### src/design/hsv_pkg.sv
// package for the hsv to rgb converter: widths, hue constants, sector codes
package hsv_pkg;

   localparam int HUE_BITS             = 12;
   localparam int RAMP_BITS            = 10;
   localparam int DEFAULT_CHANNEL_BITS = 8;

   localparam logic [HUE_BITS-1:0]  HUE_TURN   = 12'd3600;
   localparam logic [RAMP_BITS-1:0] HUE_SECTOR = 10'd600;
   localparam logic [RAMP_BITS-1:0] HUE_HALF   = 10'd300;

   // 60-degree sectors, named by the channel holding chroma then the one holding the ramp
   typedef enum logic [2:0] {
      SECT_RG = 3'd0,
      SECT_GR = 3'd1,
      SECT_GB = 3'd2,
      SECT_BG = 3'd3,
      SECT_BR = 3'd4,
      SECT_RB = 3'd5
   } sector_type;

   typedef struct packed {
      sector_type           sector;
      logic [RAMP_BITS-1:0] ramp;
   } sector_info_type;

endpackage

### src/design/hsv_sector_decode.sv
// hue wrap, 60-degree sector search and ramp within the sector
module hsv_sector_decode
   import hsv_pkg::*;
(
   input  logic [HUE_BITS-1:0] hue,
   output sector_info_type     info
);

   logic [HUE_BITS-1:0]  hue_wrap;
   logic [HUE_BITS-1:0]  base;
   logic [HUE_BITS-1:0]  offset;
   logic [RAMP_BITS-1:0] pos;
   sector_type           sector;

   always_comb begin
      hue_wrap = (hue >= HUE_TURN) ? (hue - HUE_TURN) : hue;
      if (hue_wrap < 12'd600) begin
         sector = SECT_RG;
         base   = 12'd0;
      end else if (hue_wrap < 12'd1200) begin
         sector = SECT_GR;
         base   = 12'd600;
      end else if (hue_wrap < 12'd1800) begin
         sector = SECT_GB;
         base   = 12'd1200;
      end else if (hue_wrap < 12'd2400) begin
         sector = SECT_BG;
         base   = 12'd1800;
      end else if (hue_wrap < 12'd3000) begin
         sector = SECT_BR;
         base   = 12'd2400;
      end else begin
         sector = SECT_RB;
         base   = 12'd3000;
      end
      offset = hue_wrap - base;
      pos    = offset[RAMP_BITS-1:0];
      info.sector = sector;
      // odd sectors ramp down
      info.ramp   = sector[0] ? (HUE_SECTOR - pos) : pos;
   end

endmodule

### src/design/hsv_to_rgb_converter_top.sv
// hsv to rgb converter top level: six-stage pipeline with per-stage flow control
// the stages are sector/v*s, chroma, c*ramp, reciprocal multiply, divide-by-600
//   correction, channel assembly; throughput: one transfer per cycle unless
//   rsp_stall holds a result; each stage holds only while the next is full and
//   stalled, so bubbles squeeze out and a waiting result does not block input
// reset: synchronous active-high reset clears the stage valid bits only
module hsv_to_rgb_converter_top
   import hsv_pkg::*;
#(
   parameter int CHANNEL_BITS = DEFAULT_CHANNEL_BITS
) (
   input  logic                    clock,
   input  logic                    reset,
   input  logic                    req_valid,
   output logic                    req_stall,
   input  logic [HUE_BITS-1:0]     req_hue,
   input  logic [CHANNEL_BITS-1:0] req_saturation,
   input  logic [CHANNEL_BITS-1:0] req_brightness,
   output logic                    rsp_valid,
   input  logic                    rsp_stall,
   output logic [CHANNEL_BITS-1:0] rsp_red,
   output logic [CHANNEL_BITS-1:0] rsp_green,
   output logic [CHANNEL_BITS-1:0] rsp_blue
);

   localparam int N   = CHANNEL_BITS;
   localparam int PW  = N + RAMP_BITS;      // c*ramp+300 width
   localparam int ZW  = PW - 3;             // after the divide by 8 of 600 = 8*75
   localparam int SH  = ZW + 7;             // reciprocal scale, 2^SH / 75
   localparam int KW  = ZW + 1;
   localparam logic [63:0] RECIP_WIDE = (64'd1 << SH) / 64'd75;
   localparam logic [KW-1:0] RECIP = RECIP_WIDE[KW-1:0];
   localparam logic [2*N-1:0] ROUND_HALF = (2*N)'((64'd1 << (N - 1)) - 64'd1);
   localparam logic [N:0] FULL = (N+1)'((64'd1 << N) - 64'd1);

   // flow control: a stage loads when it is empty or the next one moves
   logic s1_valid_ff, s2_valid_ff, s3_valid_ff, s4_valid_ff, s5_valid_ff, rsp_valid_ff;
   logic s1_ready, s2_ready, s3_ready, s4_ready, s5_ready, out_ready;

   assign out_ready = !rsp_valid_ff || !rsp_stall;
   assign s5_ready  = !s5_valid_ff || out_ready;
   assign s4_ready  = !s4_valid_ff || s5_ready;
   assign s3_ready  = !s3_valid_ff || s4_ready;
   assign s2_ready  = !s2_valid_ff || s3_ready;
   assign s1_ready  = !s1_valid_ff || s2_ready;
   assign req_stall = !s1_ready;
   assign rsp_valid = rsp_valid_ff;

   always_ff @(posedge clock) begin
      if (reset) begin
         s1_valid_ff  <= 1'b0;
         s2_valid_ff  <= 1'b0;
         s3_valid_ff  <= 1'b0;
         s4_valid_ff  <= 1'b0;
         s5_valid_ff  <= 1'b0;
         rsp_valid_ff <= 1'b0;
      end else begin
         if (s1_ready)  s1_valid_ff  <= req_valid;
         if (s2_ready)  s2_valid_ff  <= s1_valid_ff;
         if (s3_ready)  s3_valid_ff  <= s2_valid_ff;
         if (s4_ready)  s4_valid_ff  <= s3_valid_ff;
         if (s5_ready)  s5_valid_ff  <= s4_valid_ff;
         if (out_ready) rsp_valid_ff <= s5_valid_ff;
      end
   end

   // stage 1: sector and ramp from hue, v*s product
   sector_info_type  s1_info_in, s1_info_ff;
   logic [2*N-1:0]   s1_vs_in, s1_vs_ff;
   logic [N-1:0]     s1_val_ff;

   hsv_sector_decode u_sector (
      .hue  (req_hue),
      .info (s1_info_in)
   );

   assign s1_vs_in = (2*N)'(req_brightness) * (2*N)'(req_saturation);

   always_ff @(posedge clock) begin
      if (s1_ready) begin
         s1_info_ff <= s1_info_in;
         s1_vs_ff   <= s1_vs_in;
         s1_val_ff  <= req_brightness;
      end
   end

   // stage 2: chroma = round(v*s / full), exact via (y + 1 + (y >> n)) >> n
   logic [2*N-1:0] s2_y;
   logic [2*N:0]   s2_sum;
   logic [N-1:0]   s2_c_in, s2_c_ff, s2_val_ff;
   sector_info_type s2_info_ff;

   assign s2_y    = s1_vs_ff + ROUND_HALF;
   assign s2_sum  = (2*N+1)'(s2_y) + (2*N+1)'(s2_y >> N) + (2*N+1)'(1);
   assign s2_c_in = s2_sum[2*N-1:N];

   always_ff @(posedge clock) begin
      if (s2_ready) begin
         s2_c_ff    <= s2_c_in;
         s2_val_ff  <= s1_val_ff;
         s2_info_ff <= s1_info_ff;
      end
   end

   // stage 3: c*ramp + 300, pre-divided by 8; offset m = v - c
   logic [PW-1:0] s3_prod;
   logic [ZW-1:0] s3_z_in, s3_z_ff;
   logic [N-1:0]  s3_c_ff, s3_m_ff;
   sector_type    s3_sector_ff;

   assign s3_prod = PW'(s2_c_ff) * PW'(s2_info_ff.ramp) + PW'(HUE_HALF);
   assign s3_z_in = s3_prod[PW-1:3];

   always_ff @(posedge clock) begin
      if (s3_ready) begin
         s3_z_ff      <= s3_z_in;
         s3_c_ff      <= s2_c_ff;
         s3_m_ff      <= s2_val_ff - s2_c_ff;
         s3_sector_ff <= s2_info_ff.sector;
      end
   end

   // stage 4: reciprocal multiply for the divide by 75
   logic [2*ZW:0] s4_zk_ff;
   logic [ZW-1:0] s4_z_ff;
   logic [N-1:0]  s4_c_ff, s4_m_ff;
   sector_type    s4_sector_ff;

   always_ff @(posedge clock) begin
      if (s4_ready) begin
         s4_zk_ff     <= (2*ZW+1)'(s3_z_ff) * (2*ZW+1)'(RECIP);
         s4_z_ff      <= s3_z_ff;
         s4_c_ff      <= s3_c_ff;
         s4_m_ff      <= s3_m_ff;
         s4_sector_ff <= s3_sector_ff;
      end
   end

   // stage 5: estimate is exact or one low; fix with one remainder compare
   logic [N-1:0]  s5_q0;
   logic [ZW-1:0] s5_rem;
   logic [N-1:0]  s5_x_in, s5_x_ff, s5_c_ff, s5_m_ff;
   sector_type    s5_sector_ff;

   assign s5_q0   = s4_zk_ff[SH+N-1:SH];
   assign s5_rem  = s4_z_ff - ZW'(s5_q0) * ZW'(75);
   assign s5_x_in = (s5_rem >= ZW'(75)) ? (s5_q0 + N'(1)) : s5_q0;

   always_ff @(posedge clock) begin
      if (s5_ready) begin
         s5_x_ff      <= s5_x_in;
         s5_c_ff      <= s4_c_ff;
         s5_m_ff      <= s4_m_ff;
         s5_sector_ff <= s4_sector_ff;
      end
   end

   // stage 6: route c and x by sector, add offset, clamp to full scale
   logic [N-1:0] r_sel, g_sel, b_sel;
   logic [N:0]   r_sum, g_sum, b_sum;
   logic [N-1:0] rsp_red_ff, rsp_green_ff, rsp_blue_ff;

   always_comb begin
      case (s5_sector_ff)
         SECT_RG: begin r_sel = s5_c_ff; g_sel = s5_x_ff; b_sel = '0;      end
         SECT_GR: begin r_sel = s5_x_ff; g_sel = s5_c_ff; b_sel = '0;      end
         SECT_GB: begin r_sel = '0;      g_sel = s5_c_ff; b_sel = s5_x_ff; end
         SECT_BG: begin r_sel = '0;      g_sel = s5_x_ff; b_sel = s5_c_ff; end
         SECT_BR: begin r_sel = s5_x_ff; g_sel = '0;      b_sel = s5_c_ff; end
         default: begin r_sel = s5_c_ff; g_sel = '0;      b_sel = s5_x_ff; end
      endcase
      r_sum = (N+1)'(r_sel) + (N+1)'(s5_m_ff);
      g_sum = (N+1)'(g_sel) + (N+1)'(s5_m_ff);
      b_sum = (N+1)'(b_sel) + (N+1)'(s5_m_ff);
   end

   always_ff @(posedge clock) begin
      if (out_ready) begin
         rsp_red_ff   <= (r_sum > FULL) ? FULL[N-1:0] : r_sum[N-1:0];
         rsp_green_ff <= (g_sum > FULL) ? FULL[N-1:0] : g_sum[N-1:0];
         rsp_blue_ff  <= (b_sum > FULL) ? FULL[N-1:0] : b_sum[N-1:0];
      end
   end

   assign rsp_red   = rsp_red_ff;
   assign rsp_green = rsp_green_ff;
   assign rsp_blue  = rsp_blue_ff;

endmodule

### config.mk
export PLATFORM = sky130hd
export DESIGN_NAME = hsv_to_rgb_converter_top
export DESIGN_NICKNAME = d
export VERILOG_FILES = /design/src/design/hsv_pkg.sv /design/src/design/hsv_sector_decode.sv /design/src/design/hsv_to_rgb_converter_top.sv
export SDC_FILE = /design/constraint.sdc
export NUM_CORES = 1
export LEC_CHECK = 0
export BUFFER_PORTS_ARGS = -buffer_cell sky130_fd_sc_hd__buf_4
export CELL_PAD_IN_SITES_DETAIL_PLACEMENT = 1
export CELL_PAD_IN_SITES_GLOBAL_PLACEMENT = 2
export CORE_UTILIZATION = 34
export DETAILED_ROUTE_END_ITERATION = 10
export PLACE_DENSITY = 0.7
export SYNTH_ARGS = -nofsm -noshare
export SYNTH_HDL_FRONTEND = slang
export SYNTH_SLANG_ARGS = --single-unit
### constraint.sdc
create_clock -name clock -period 14 [get_ports clock]
set_clock_uncertainty 0.1 [all_clocks]
set_input_delay 4.2 -clock clock [delete_from_list [all_inputs] [get_ports clock]]
set_output_delay 4.2 -clock clock [all_outputs]
set_load 0.05 [all_outputs]
Word-level counts from Yosys, hierarchy flattened. Index checks and enable logic that the tools add are counted.

Register bits: 219. Input bits: 32. Output and inout bits: 26. Word-level logic and storage cells: 102.

Add/subtract/negate cells: 13. $mul: 4. Reduce and logical (&&, ||, !) cells: 23. Order comparisons: 10. Equal/unequal tests: 4. Multiplexer cells: 16.

Operators by type and width (number): 10-bit 2-to-1 mux (6); 8-bit case mux with 2 select lines (3); 15-bit by 14-bit multiplier with 28-bit output (second input constant) (1); 8-bit by 8-bit adder with 9-bit output (3); 9-bit by 8-bit > comparator with 1-bit output (second input constant) (3); 12-bit by 11-bit less-than comparator with 1-bit output (second input constant) (2); 12-bit less-than comparator (second input constant) (2); 18-bit by 9-bit adder with 18-bit output (second input constant) (1); 8-bit by 10-bit multiplier with 18-bit output (1); 16-bit by 1-bit adder with 16-bit output (second input constant) (1); 16-bit by 7-bit adder with 16-bit output (second input constant) (1); 16-bit by 8-bit adder with 16-bit output (1); 8-bit by 8-bit multiplier with 16-bit output (1); 15-bit by 7-bit >= comparator with 1-bit output (second input constant) (1); 8-bit by 7-bit multiplier with 15-bit output (second input constant) (1); 15-bit subtractor (1); 2-bit OR reduction (7); 12-bit >= comparator (second input constant) (1); 12-bit by 10-bit less-than comparator with 1-bit output (second input constant) (1); 12-bit 2-to-1 mux (1); 12-bit subtractor (second input constant) (1); 10-bit subtractor (1); 10-bit subtractor (first input constant) (1); 8-bit by 1-bit adder with 8-bit output (second input constant) (1); other kinds (11) (27).

Longest topological paths before layout.
Depth after elaboration: 11. Gate-level depth with buffers: 23. Depth with buffers taken out: 22.

Modules after synthesis. From an unflattened synthesis, not the netlist that was laid out.

Cell total of the unflattened synthesis: 1923. Area, all modules: 19969.2 µm².

Modules (own cells, without submodules): hsv_to_rgb_converter_top (cells each 1757, area each 18789.3 µm², instances 1, sequential area each 5915.7 µm²); hsv_sector_decode (cells each 166, area each 1179.9 µm², instances 1, sequential area each 0.0 µm²).

Worst setup path before layout. Ideal clock, no wire load.

Path kind: input-to-output. From: input port rsp_stall. To: output port req_stall. Arrival time: 6.296 ns. Cell stages on the path: 4. Data required time: 9.700 ns. Setup slack: 3.404 ns. Path buffers: 0. Cells stage by stage: and3_1 and3_1 nand3_1 inv_1.

Word-level cells in the longest chain between the ends: 8.

Ends and longest elaborated chain: start: declaration (line hsv_to_rgb_converter_top.sv:20) `input logic rsp_stall,`; 1-bit logical NOT (line hsv_to_rgb_converter_top.sv:40) `assign out_ready = !rsp_valid_ff || !rsp_stall;`; 1-bit logical OR (line hsv_to_rgb_converter_top.sv:40); 1-bit logical OR (line hsv_to_rgb_converter_top.sv:41) `assign s5_ready = !s5_valid_ff || out_ready;`; 1-bit logical OR (line hsv_to_rgb_converter_top.sv:42) `assign s4_ready = !s4_valid_ff || s5_ready;`; 1-bit logical OR (line hsv_to_rgb_converter_top.sv:43) `assign s3_ready = !s3_valid_ff || s4_ready;`; 1-bit logical OR (line hsv_to_rgb_converter_top.sv:44) `assign s2_ready = !s2_valid_ff || s3_ready;`; 1-bit logical OR (line hsv_to_rgb_converter_top.sv:45) `assign s1_ready = !s1_valid_ff || s2_ready;`; 1-bit logical NOT (line hsv_to_rgb_converter_top.sv:46) `assign req_stall = !s1_ready;`; end: declaration (line hsv_to_rgb_converter_top.sv:15) `output logic req_stall,`.

Every way passes these cells.

Worst setup path after layout. Same ends and word-level chain as after synthesis.

==> summary.txt <==
status: finished clean
min Tclk post-route: 9.90 ns
Post-Syn Area: 19000 um2
fin area: 20900 um2
die area: 56800 um2
clock latency on the worst-skew pair: 0.46 ns
Worst path most repeated cell: buf_4
CP top delay family: buffers and inverters
layout cell share with drive strength beyond 1: 0.0671
RSZ-0062 raised after global routing: no
FF+latch count, synth: 199
CP max stage cell: buf_4
via density per instance: 4.72
largest net degree at the start of global routing: 43
slew margin rel.: 0.223
initial antenna violation count: 0
grt ovf: 0
Die Wd: 238 um
CP Launch Type: input port
post-CTS setup buffers: 0
Post-synth EDFFs: 193
WL/cell: 15.5 um
CP Class: in2out
clock-pin slew on the worst setup and hold paths: 0.07 ns
max-slew violation count: 0
synth warn: 0
area occupied by multi-input gates: 11800 um2
HP Class: reg2reg
setup TNS: 0 ns
DRT iter0 DRCs: 281
worst-path maximum fanout: 39
root buffer cell: clkbuf_16
Synth Net Count: 2243
Seq/Total Area, Yosys: 0.312
DRC: 0
CP max stage delay: 0.39 ns
placed inst area: 20300 um2
WP data required: 9.70 ns
# fillers: 6094
worst slew pin tran: 1.16 ns
n_diodes: 0
H-tree depth: 4
PostCTS Resize Cnt: 0
total track usage: 0.148
die height: 238 um
post-route clock period utilization: 0.707
cells along the critical path: buf_4 > and3_1 > and3_1 > nand3_2 > buf_4 > inv_1 > buf_4
Starting Density: 0.344
critical path endpoint category: primary output
total number of vias: 12116
Max-Cap Viols: 0
layout net count: 2300
async set-reset flop share out of synthesis: 0
# rows: 86
register area: 5920 um2
crit path DAT: 5.60 ns
Syn Area/Cell: 10.9 um2
first-pass GRT wire length: 66.6 mm
I/O pins: 58
core area: 55100 um2
CTS Buf Count: 17
Hold Buf Count CTS: 0
vias in the first global route: 13242
RePlAce Congestion: 0.776
CTS tree: built
hpwl dp: 32.9 mm
Max clock buf depth: 2
FMAX: 101 MHz
post-route ant nets: 0
number of port buffers: 57
CTS Sinks: 199
count of TritonRoute iterations in the first routing pass: 4
Worst Path Buf+Inv: 4
total wire length: 39.8 mm
Netlist cell types: 72
Area Growth Syn to Fin: 10.1%
Post-Synthesis Cells: 1749
Most used DFF post-synth: edfxtp_1
Fin. Hold Viols: 0
# setup viols final: 0
## synth_stat cells, types with 2 or more instances
cell	count	area share
and2_1	78	0.026
nor4b_1	2	0.00092
o21ba_2	2	0.0011
o21ai_0	50	0.013
and4_1	2	0.00092
a22o_1	20	0.0092
nor2b_1	13	0.0043
a31oi_1	11	0.0036
nor2_1	54	0.011
a2111oi_0	2	0.00092
nand3_1	16	0.0042
o21a_1	6	0.0024
o21bai_1	13	0.0051
o21ai_1	3	0.00079
nor3_1	10	0.0026
or3_1	4	0.0013
a21oi_1	77	0.020
o211ai_1	3	0.0012
edfxtp_1	193	0.31
xnor2_1	74	0.034
o21ai_2	2	0.00092
nand2_1	160	0.032
a211oi_1	4	0.0016
clkbuf_1	18	0.0036
nand3b_1	2	0.00079
nand2b_1	13	0.0043
nand4_1	5	0.0016
or2_2	2	0.00066
ha_1	273	0.18
inv_1	316	0.062
buf_6	3	0.0018
a21o_1	28	0.011
a21boi_0	7	0.0028
nor4_1	2	0.00066
mux2i_1	5	0.0026
dfxtp_1	6	0.0063
o31ai_1	3	0.0012
nor3b_1	2	0.00079
mux2_2	6	0.0036
and3_1	6	0.0020
fa_1	189	0.20
xor2_1	33	0.015
a22oi_1	2	0.00079
## flip-flops by register name, summed over array words and instances (netlist names), 3 cells and up
name          flops
s5_x_ff           8
rsp_blue          8
rsp_red           8
s5_sector_ff      3
s3_c_ff           8
s3_m_ff           8
s2_val_ff         8
s3_sector_ff      3
s4_z_ff          15
s5_m_ff           8
s4_zk_ff          8
s4_m_ff           8
s2_c_ff           8
s1_val_ff         8
s4_sector_ff      3
s4_c_ff           8
rsp_green         8
s1_info_ff       13
s2_info_ff       13
s5_c_ff           8
s3_z_ff          15
s1_vs_ff         16
## final cells by class
cell class	count	area share
flip-flops and latches	199	0.283
inverters	317	0.0570
clock buffers	17	0.0204
multi-input cells	1211	0.563
repair buffers	60	0.0216
well taps	748	0.0448
clock inverters	15	0.00976
## logic make-up (layout without fill, tap and decap cells)
logic type | Yosys count | after routing | synth area share
and+or+nand+nor | 379 | 379 | 0.0976
AOI/OAI and AO/OA | 252 | 252 | 0.0870
xor gates and xnor gates | 107 | 107 | 0.0494
adders and majority gates | 462 | 462 | 0.379
muxes | 11 | 11 | 0.00620
buffers and inverters | 339 | 409 | 0.0688
DFF | 199 | 199 | 0.312
## routing by layer
metal	track usage	vias to the layer above	part of all wire
met5	0	-	0
met4	0.0352	0	0.013
met3	0.0180	29	0.019
met2	0.267	95	0.51
met1	0.186	6060	0.46
li1	-	5932	-
## placed cells by master (no fill, tap or decap), types with 3 or more instances in the layout
master     netlist  routed
ha_1           273     273
and3_1           6       6
o21a_1           6       6
a22o_1          20      20
and2_1          78      78
nand2_1        160     159
inv_8            0       4
a31oi_1         11      11
buf_4            0      60
o31ai_1          3       3
nand4_1          5       5
xor2_1          33      33
inv_1          316     316
mux2i_1          5       5
o211ai_1         3       3
inv_6            0       3
a21boi_0         7       7
nor3_1          10      10
a21oi_1         77      77
dfxtp_1          6       6
nor2_1          54      54
fa_1           189     189
xnor2_1         74      74
nand2b_1        13      13
edfxtp_1       193     193
clkinv_8         0       3
a21o_1          28      28
o21ai_1          3       3
nor2b_1         13      13
o21bai_1        13      13
a211oi_1         4       4
clkbuf_16        0      17
or3_1            4       4
o21ai_0         50      50
nand3_1         16      15
mux2_2           6       6
## final timing paths
| kind | startpoint | end | slack, ns | depth (start not counted) |
|---|---|---|---|---|
| worst min-delay path | s3_c_ff[2] | s4_c_ff[2] | 0.32 | 0 |
| worst max register to register | s3_z_ff[7] | s4_zk_ff[29] | 8.05 | 17 |
| worst max-delay path | rsp_stall | req_stall | 4.10 | 7 |
| worst min register to register | s3_c_ff[2] | s4_c_ff[2] | 0.32 | 0 |
## metrics by stage
step           cells  utilization  hold slack [ns]  setup slack (ns)
3_5_place_dp    2535        0.368            0.306              4.09
2_1_floorplan   1749            -            0.300              3.40
5_1_grt         2567        0.379            0.325              3.95
3_3_place_gp    2535        0.368            0.302              4.06
6_report        2567        0.379            0.319              4.10
4_1_cts         2567        0.379            0.321              4.07
Power is left out: the tool's default activity adds up to more than one toggle a clock period on the data nets, which glitch-free logic cannot reach.
